===== src/sv/spadd_pkg.sv =====
// ----------------------------------------------------------------------------
// spadd_pkg: shared types and constants for the sparse polynomial adder
// Command codes, controller states and the control/status bundles that run
// between the controller and the datapath.
// ----------------------------------------------------------------------------
package spadd_pkg;

    localparam int MAX_TERMS_DEF = 32;

    localparam int CMD_W    = 2;
    localparam int COEF_W   = 16;
    localparam int EXP_W    = 16;
    localparam int SUM_W    = 17;

    localparam logic [CMD_W-1:0] CMD_LOAD_A = 2'd0;
    localparam logic [CMD_W-1:0] CMD_LOAD_B = 2'd1;
    localparam logic [CMD_W-1:0] CMD_MERGE  = 2'd2;

    typedef enum logic [1:0] {
        S_IDLE,
        S_FETCH,
        S_EMIT
    } state_t;

    // controller -> datapath
    typedef struct packed {
        logic wr_a;     // append request term to list A
        logic wr_b;     // append request term to list B
        logic emit;     // load output register with current head term, advance
    } ctrl_cmd_t;

    // datapath -> controller
    typedef struct packed {
        logic out_free;    // output register can take a term this cycle
        logic last_term;   // current head term ends the merge
        logic both_empty;  // both list counts are zero
    } dp_status_t;

endpackage


===== src/sv/spadd_ctrl.sv =====
// ----------------------------------------------------------------------------
// spadd_ctrl: merge sequencer
// Takes load and merge requests while idle; during a merge alternates the
// fetch and emit states, holding in emit while the output is full.
// ----------------------------------------------------------------------------
module spadd_ctrl (
    input  logic                              clk,
    input  logic                              rst_n,
    input  logic                              cmd_valid,
    output logic                              cmd_stall,
    input  logic [spadd_pkg::CMD_W-1:0]       cmd,
    input  spadd_pkg::dp_status_t             status,
    output spadd_pkg::ctrl_cmd_t              ctl
);
    import spadd_pkg::*;

    state_t state_reg;
    state_t state_next;

    always_ff @(posedge clk or negedge rst_n)
    begin
        if (!rst_n)
        begin
            state_reg <= S_IDLE;
        end
        else
        begin
            state_reg <= state_next;
        end
    end

    always_comb
    begin
        state_next = state_reg;
        ctl        = '0;
        cmd_stall  = 1'b1;
        unique case (state_reg)
            S_IDLE:
            begin
                cmd_stall = 1'b0;
                if (cmd_valid)
                begin
                    unique case (cmd)
                        CMD_LOAD_A: ctl.wr_a = 1'b1;
                        CMD_LOAD_B: ctl.wr_b = 1'b1;
                        CMD_MERGE:  state_next = S_FETCH;
                        default:    ;
                    endcase
                end
            end
            S_FETCH:
            begin
                state_next = S_EMIT;
            end
            S_EMIT:
            begin
                if (status.out_free)
                begin
                    ctl.emit   = 1'b1;
                    state_next = status.last_term ? S_IDLE : S_FETCH;
                end
            end
            default:
            begin
                state_next = S_IDLE;
            end
        endcase
    end

endmodule


===== src/sv/spadd_dpath.sv =====
// ----------------------------------------------------------------------------
// spadd_dpath: term stores, merge pointers and output register
// Each list is a single-port-write, registered-read memory of packed
// {coefficient, exponent} words. Heads are compared and summed into the
// output register on an emit command.
// ----------------------------------------------------------------------------
module spadd_dpath #(
    parameter int MAX_TERMS = spadd_pkg::MAX_TERMS_DEF
) (
    input  logic                                 clk,
    input  logic                                 rst_n,
    input  spadd_pkg::ctrl_cmd_t                 ctl,
    output spadd_pkg::dp_status_t                status,
    input  logic signed [spadd_pkg::COEF_W-1:0]  coefficient,
    input  logic [spadd_pkg::EXP_W-1:0]          exponent,
    output logic                                 res_valid,
    input  logic                                 res_stall,
    output logic signed [spadd_pkg::SUM_W-1:0]   sum_coefficient,
    output logic [spadd_pkg::EXP_W-1:0]          sum_exponent,
    output logic                                 term_valid,
    output logic                                 last,
    output logic                                 dropped
);
    import spadd_pkg::*;

    localparam int AW = (MAX_TERMS > 1) ? $clog2(MAX_TERMS) : 1;
    localparam int CW = $clog2(MAX_TERMS + 1);
    localparam int WW = COEF_W + EXP_W;
    localparam logic [CW-1:0] FULL = CW'(MAX_TERMS);

    logic [WW-1:0] mem_a [MAX_TERMS];
    logic [WW-1:0] mem_b [MAX_TERMS];
    logic [WW-1:0] rd_a_reg;
    logic [WW-1:0] rd_b_reg;

    logic [CW-1:0] count_a_reg;
    logic [CW-1:0] count_b_reg;
    logic [CW-1:0] ptr_a_reg;
    logic [CW-1:0] ptr_b_reg;
    logic [CW-1:0] ptr_a_next;
    logic [CW-1:0] ptr_b_next;
    logic          overflow_reg;

    logic                     out_valid_reg;
    logic signed [SUM_W-1:0]  out_coef_reg;
    logic [EXP_W-1:0]         out_exp_reg;
    logic                     out_term_reg;
    logic                     out_last_reg;
    logic                     out_drop_reg;

    logic                     a_more;
    logic                     b_more;
    logic                     take_a;
    logic                     take_b;
    logic signed [SUM_W-1:0]  coef_a;
    logic signed [SUM_W-1:0]  coef_b;
    logic [EXP_W-1:0]         exp_a;
    logic [EXP_W-1:0]         exp_b;
    logic signed [SUM_W-1:0]  sum_coef;
    logic [EXP_W-1:0]         sum_exp;
    logic                     a_full;
    logic                     b_full;

    assign a_full = (count_a_reg == FULL);
    assign b_full = (count_b_reg == FULL);

    // term stores; reads follow the merge pointers every cycle
    always_ff @(posedge clk)
    begin
        if (ctl.wr_a && !a_full)
        begin
            mem_a[count_a_reg[AW-1:0]] <= {coefficient, exponent};
        end
        if (ctl.wr_b && !b_full)
        begin
            mem_b[count_b_reg[AW-1:0]] <= {coefficient, exponent};
        end
        rd_a_reg <= mem_a[ptr_a_reg[AW-1:0]];
        rd_b_reg <= mem_b[ptr_b_reg[AW-1:0]];
    end

    always_comb
    begin
        a_more  = (ptr_a_reg < count_a_reg);
        b_more  = (ptr_b_reg < count_b_reg);
        exp_a   = rd_a_reg[EXP_W-1:0];
        exp_b   = rd_b_reg[EXP_W-1:0];
        coef_a  = SUM_W'(signed'(rd_a_reg[WW-1:EXP_W]));
        coef_b  = SUM_W'(signed'(rd_b_reg[WW-1:EXP_W]));
        // equal exponents take both heads
        take_a  = a_more && (!b_more || (exp_a >= exp_b));
        take_b  = b_more && (!a_more || (exp_b >= exp_a));
        sum_coef = (take_a ? coef_a : '0) + (take_b ? coef_b : '0);
        sum_exp  = take_a ? exp_a : (take_b ? exp_b : '0);
        ptr_a_next = ptr_a_reg + CW'(take_a);
        ptr_b_next = ptr_b_reg + CW'(take_b);
    end

    assign status.out_free   = !out_valid_reg || !res_stall;
    assign status.last_term  = (ptr_a_next >= count_a_reg) && (ptr_b_next >= count_b_reg);
    assign status.both_empty = (count_a_reg == '0) && (count_b_reg == '0);

    always_ff @(posedge clk or negedge rst_n)
    begin
        if (!rst_n)
        begin
            count_a_reg   <= '0;
            count_b_reg   <= '0;
            ptr_a_reg     <= '0;
            ptr_b_reg     <= '0;
            overflow_reg  <= 1'b0;
            out_valid_reg <= 1'b0;
        end
        else
        begin
            if (ctl.wr_a)
            begin
                if (a_full)
                begin
                    overflow_reg <= 1'b1;
                end
                else
                begin
                    count_a_reg <= count_a_reg + CW'(1);
                end
            end
            if (ctl.wr_b)
            begin
                if (b_full)
                begin
                    overflow_reg <= 1'b1;
                end
                else
                begin
                    count_b_reg <= count_b_reg + CW'(1);
                end
            end

            if (ctl.emit)
            begin
                out_valid_reg <= 1'b1;
                if (status.last_term)
                begin
                    count_a_reg  <= '0;
                    count_b_reg  <= '0;
                    ptr_a_reg    <= '0;
                    ptr_b_reg    <= '0;
                    overflow_reg <= 1'b0;
                end
                else
                begin
                    ptr_a_reg <= ptr_a_next;
                    ptr_b_reg <= ptr_b_next;
                end
            end
            else if (!res_stall)
            begin
                out_valid_reg <= 1'b0;
            end
        end
    end

    always_ff @(posedge clk)
    begin
        if (ctl.emit)
        begin
            out_coef_reg <= sum_coef;
            out_exp_reg  <= sum_exp;
            out_term_reg <= a_more || b_more;
            out_last_reg <= status.last_term;
            out_drop_reg <= overflow_reg;
        end
    end

    assign res_valid       = out_valid_reg;
    assign sum_coefficient = out_coef_reg;
    assign sum_exponent    = out_exp_reg;
    assign term_valid      = out_term_reg;
    assign last            = out_last_reg;
    assign dropped         = out_drop_reg;

endmodule


===== src/sv/sparse_polynomial_add_merge.sv =====
// ----------------------------------------------------------------------------
// sparse_polynomial_add_merge: sparse polynomial adder by list merge
//
//   channel  handshake            payload
//   -------  -------------------  -----------------------------------------
//   cmd      cmd_valid/cmd_stall  cmd, coefficient, exponent
//   res      res_valid/res_stall  sum_coefficient, sum_exponent,
//                                 term_valid, last, dropped
//
// A load request (list A or B) gives no result.
// A merge request gives its results one at a time, each from a memory read
// state followed by an emit state; the emit waits while the output is
// stalled. cmd_stall stays high for the merge.
// Reset clears both list counts and the drop flag; no clearing pass.
// The output register lets the last result wait while new loads go in.
// ----------------------------------------------------------------------------
module sparse_polynomial_add_merge #(
    parameter int MAX_TERMS = spadd_pkg::MAX_TERMS_DEF
) (
    input  logic                                 clk,
    input  logic                                 rst_n,
    input  logic                                 cmd_valid,
    output logic                                 cmd_stall,
    input  logic [spadd_pkg::CMD_W-1:0]          cmd,
    input  logic signed [spadd_pkg::COEF_W-1:0]  coefficient,
    input  logic [spadd_pkg::EXP_W-1:0]          exponent,
    output logic                                 res_valid,
    input  logic                                 res_stall,
    output logic signed [spadd_pkg::SUM_W-1:0]   sum_coefficient,
    output logic [spadd_pkg::EXP_W-1:0]          sum_exponent,
    output logic                                 term_valid,
    output logic                                 last,
    output logic                                 dropped
);
    import spadd_pkg::*;

    ctrl_cmd_t  ctl;
    dp_status_t status;

    spadd_ctrl u_ctrl (
        .clk       (clk),
        .rst_n     (rst_n),
        .cmd_valid (cmd_valid),
        .cmd_stall (cmd_stall),
        .cmd       (cmd),
        .status    (status),
        .ctl       (ctl)
    );

    spadd_dpath #(
        .MAX_TERMS (MAX_TERMS)
    ) u_dpath (
        .clk             (clk),
        .rst_n           (rst_n),
        .ctl             (ctl),
        .status          (status),
        .coefficient     (coefficient),
        .exponent        (exponent),
        .res_valid       (res_valid),
        .res_stall       (res_stall),
        .sum_coefficient (sum_coefficient),
        .sum_exponent    (sum_exponent),
        .term_valid      (term_valid),
        .last            (last),
        .dropped         (dropped)
    );

    // never overwrite a result that is still waiting
    a_emit_has_room: assert property (@(posedge clk) disable iff (!rst_n)
        ctl.emit |-> status.out_free)
        else $error("emit while output register held");

    // the final term of a merge empties both lists
    a_last_clears: assert property (@(posedge clk) disable iff (!rst_n)
        (ctl.emit && status.last_term) |=> status.both_empty)
        else $error("lists not emptied after merge");

    // a result only appears after an emit
    a_valid_source: assert property (@(posedge clk) disable iff (!rst_n)
        $rose(res_valid) |-> $past(ctl.emit))
        else $error("result valid without emit");

    // loads are never taken during a merge
    a_no_load_in_merge: assert property (@(posedge clk) disable iff (!rst_n)
        cmd_stall |-> !(ctl.wr_a || ctl.wr_b))
        else $error("list write while merging");

endmodule


===== config.mk =====
export PLATFORM = sky130hd
export DESIGN_NAME = sparse_polynomial_add_merge
export DESIGN_NICKNAME = d
export VERILOG_FILES = /design/src/sv/spadd_pkg.sv /design/src/sv/spadd_ctrl.sv /design/src/sv/spadd_dpath.sv /design/src/sv/sparse_polynomial_add_merge.sv
export SDC_FILE = /design/constraint.sdc
export NUM_CORES = 2
export LEC_CHECK = 0
export BUFFER_PORTS_ARGS = -buffer_cell sky130_fd_sc_hd__clkbuf_2
export CAP_MARGIN = 20
export CORE_ASPECT_RATIO = 1.2
export CORE_MARGIN = 5
export CORE_UTILIZATION = 40
export DETAILED_ROUTE_END_ITERATION = 12
export GPL_TIMING_DRIVEN = 0
export PLACE_DENSITY = 0.57
export SETUP_SLACK_MARGIN = 0.2
export SLEW_MARGIN = 20
export SYNTH_ARGS = -nofsm -noshare
export SYNTH_HDL_FRONTEND = slang
export SYNTH_HIERARCHICAL = 1
export SYNTH_SLANG_ARGS = --single-unit

===== constraint.sdc =====
create_clock -name clk -period 7.2 [get_ports clk]
set_input_delay 0.72 -clock clk [delete_from_list [all_inputs] [get_ports clk]]
set_output_delay 0.72 -clock clk [all_outputs]
set_load 0.1 [all_outputs]

==> results.toml <==
[run_status]
status = "finished, final reports clean"

[route]
initialDrtViolationCount = 4290
drc = 0
vias_per_cell = 5.634
num_vias = 41570
firstDrtPassIters = 5
wire_per_inst_microns = 31.19
wl_microns = 230100
ant_nets = 0

[clock_tree]
cts_resized = 1
clockRootBuffer = "clkbuf_16"
clk_pin_slew_ps = 60
cts_tree = "yes"
numCtsBuffers = 208
htree_levels = 4
worstSkewPairLatency_ps = 840
postCtsSetupBuffers = 0
hold_buffers = 0
cts_sinks = 2176
cts_buffer_depth = 3

[layout]
fill_cells = 17270
nNetsFinal = 4505
area_growth_pct = 16.24
utilization_pct = 46.71
drive_gt1_share_pct = 25.90
design_area_sq_um = 97750

[critical_path]
cpPeakStageDelay_ps = 800
critPathKind = "register to register"
critPathArrivalTime_ps = 7130
crit_fanout = 11
required_ps = 7910
worstSetupStartpointType = "register"
crit_chain = "clkbuf_1, inv_1, ha_1, o21a_1, nor2_1, o31ai_1, inv_1, a31oi_2, buf_2, ha_1, ha_1, nand3_1, xnor2_1, ha_1, nand3_1, a22oi_1, clkbuf_2, nor4bb_1, a41o_1"
crit_path_frequent_cell = "ha_1"
worst_path_max_delay_cell = "a22oi_1"
endpoint_kind = "register"

[die]
initial_core_util_pct = 40.18
rows = 184
die_h_microns = 512.3
core-area_sq_um = 209300
io_pins = 76
die_area_sq_um = 219500
fp.dieW_microns = 428.6

[grt]
grt_pass1_vias = 42370
antenna_found_initial = 14
grt_pass1_wl_microns = 324000
grt_use_total_pct = 20.70
grt-ovfl-total = 0
grt_start_max_net_pins = 65

[timing]
slew_headroom_pct = 25.10
post-route-period-util_pct = 89.20
hold_viol = 0
drv_slew = 0
fmax_mhz = 155.7
worst_pin_slew_ps = 1124
period_needed_ps = 6423
rsz0062_at_grt = "false"
finClkSkew_ps = 29.28
final-setup-viol-count = 0

[pwr]
p_total_mw = 36.80
power.density_nw_per_um2 = 376.5
leakage_nw = 30.97
peakVddDrop_v = 0.0002828

[logic_synthesis]
syn-num-nets = 4065
synth_area_sq_um = 84090
yosysWarnings = 6
syn_area_per_cell_sq_um = 21.24
synth_cells = 3960

[placed_design]
gp_congestion = 0.8704
dpl.hpwl_microns = 159200
post_dp_cell_area_sq_um = 91180
portBuffers = 75

[flow_run]
cap_violations = 0

[hold_path]
hold_path_class = "input pin to asynchronous set/reset pin"
## per-layer routing
layer	track usage, %	up-vias	wire length, microns
met1	26.86	22480	91240
li1	-	17470	-
met5	0	-	0
met4	7.524	0	9036
met3	2.553	342	11110
met2	36.00	1277	118700
## cell usage in the layout (no fill, tap or decap), drive strengths merged, types with 37 or more instances in the layout
cell type and count:
dfxtp 64, mux2i 195, ha 66, inv 52
o21ai 44, clkbuf 454, buf 240, nor2 71
edfxtp 2084, o22ai 74, mux4 480, o221ai 96
nand2 184, clkinv 106, a21oi 37
## metrics by stage
| stage | hold WS [ps] | setup TNS (ps) | setup slack (ps) | cells |
|---|---|---|---|---|
| 2_1_floorplan | 424.4 | 0 | 2309 | 3960 |
| 3_3_place_gp | 445.4 | -302540 | -2431 | 6825 |
| 3_5_place_dp | 457.0 | 0 | 71.92 | 6977 |
| 4_1_cts | 6.062 | 0 | 436.5 | 7366 |
| 5_1_grt | 66.04 | 0 | 441.0 | 7370 |
| 6_report | 46.91 | 0 | 777.3 | 7378 |
## report_power, final
part / switching (mW) / internal, mW / leakage [nW]
logic: 7.22 / 4.21 / 8.15
clock network: 4.72 / 5.79 / 3.17
registers: 0.327 / 14.5 / 19.6
total: 12.3 / 24.5 / 31.0
## final cells by class
type                            count  area, sq um  area share (%)
Antenna cell                        9        22.52         0.02304
Buffer                            209        884.6          0.9049
Clock buffer                      255         5463           5.588
Clock inverter                    134         1037           1.061
Inverter                           45        168.9          0.1728
Multi-Input combinational cell   1530        18960           19.40
Sequential cell                  2176        64560           66.05
Tap cell                         2790         3491           3.571
Timing Repair Buffer              230         3164           3.237
## critical path, delay by kind of cell, from the launching register on
| family | cells | cell delay (ps) |
|---|---|---|
| flip-flops | 1 | 350 |
| buffers and inverters | 5 | 1960 |
| adder cells (fa/ha/maj) | 4 | 1100 |
| XOR/XNOR | 1 | 220 |
| AND/OR/NAND/NOR | 4 | 390 |
| AO/OA/AOI/OAI | 5 | 2250 |
## final timing paths
path	start	to	slack, ps	depth (start not counted)
setup / recovery	u_dpath/count_a_reg[3]	u_ctrl/state_reg[0]	780	19
hold / removal	rst_n	u_dpath/ptr_a_reg[3]	50	1
setup reg to reg	u_dpath/count_a_reg[3]	u_ctrl/state_reg[0]	780	19
hold reg to reg	u_dpath/overflow_reg	u_dpath/dropped	470	0
max in group asynchronous	rst_n	u_ctrl/state_reg[1]	6530	1
min in group clk	res_stall	u_dpath/res_valid	170	3
Power figures use the tool's default switching activity.
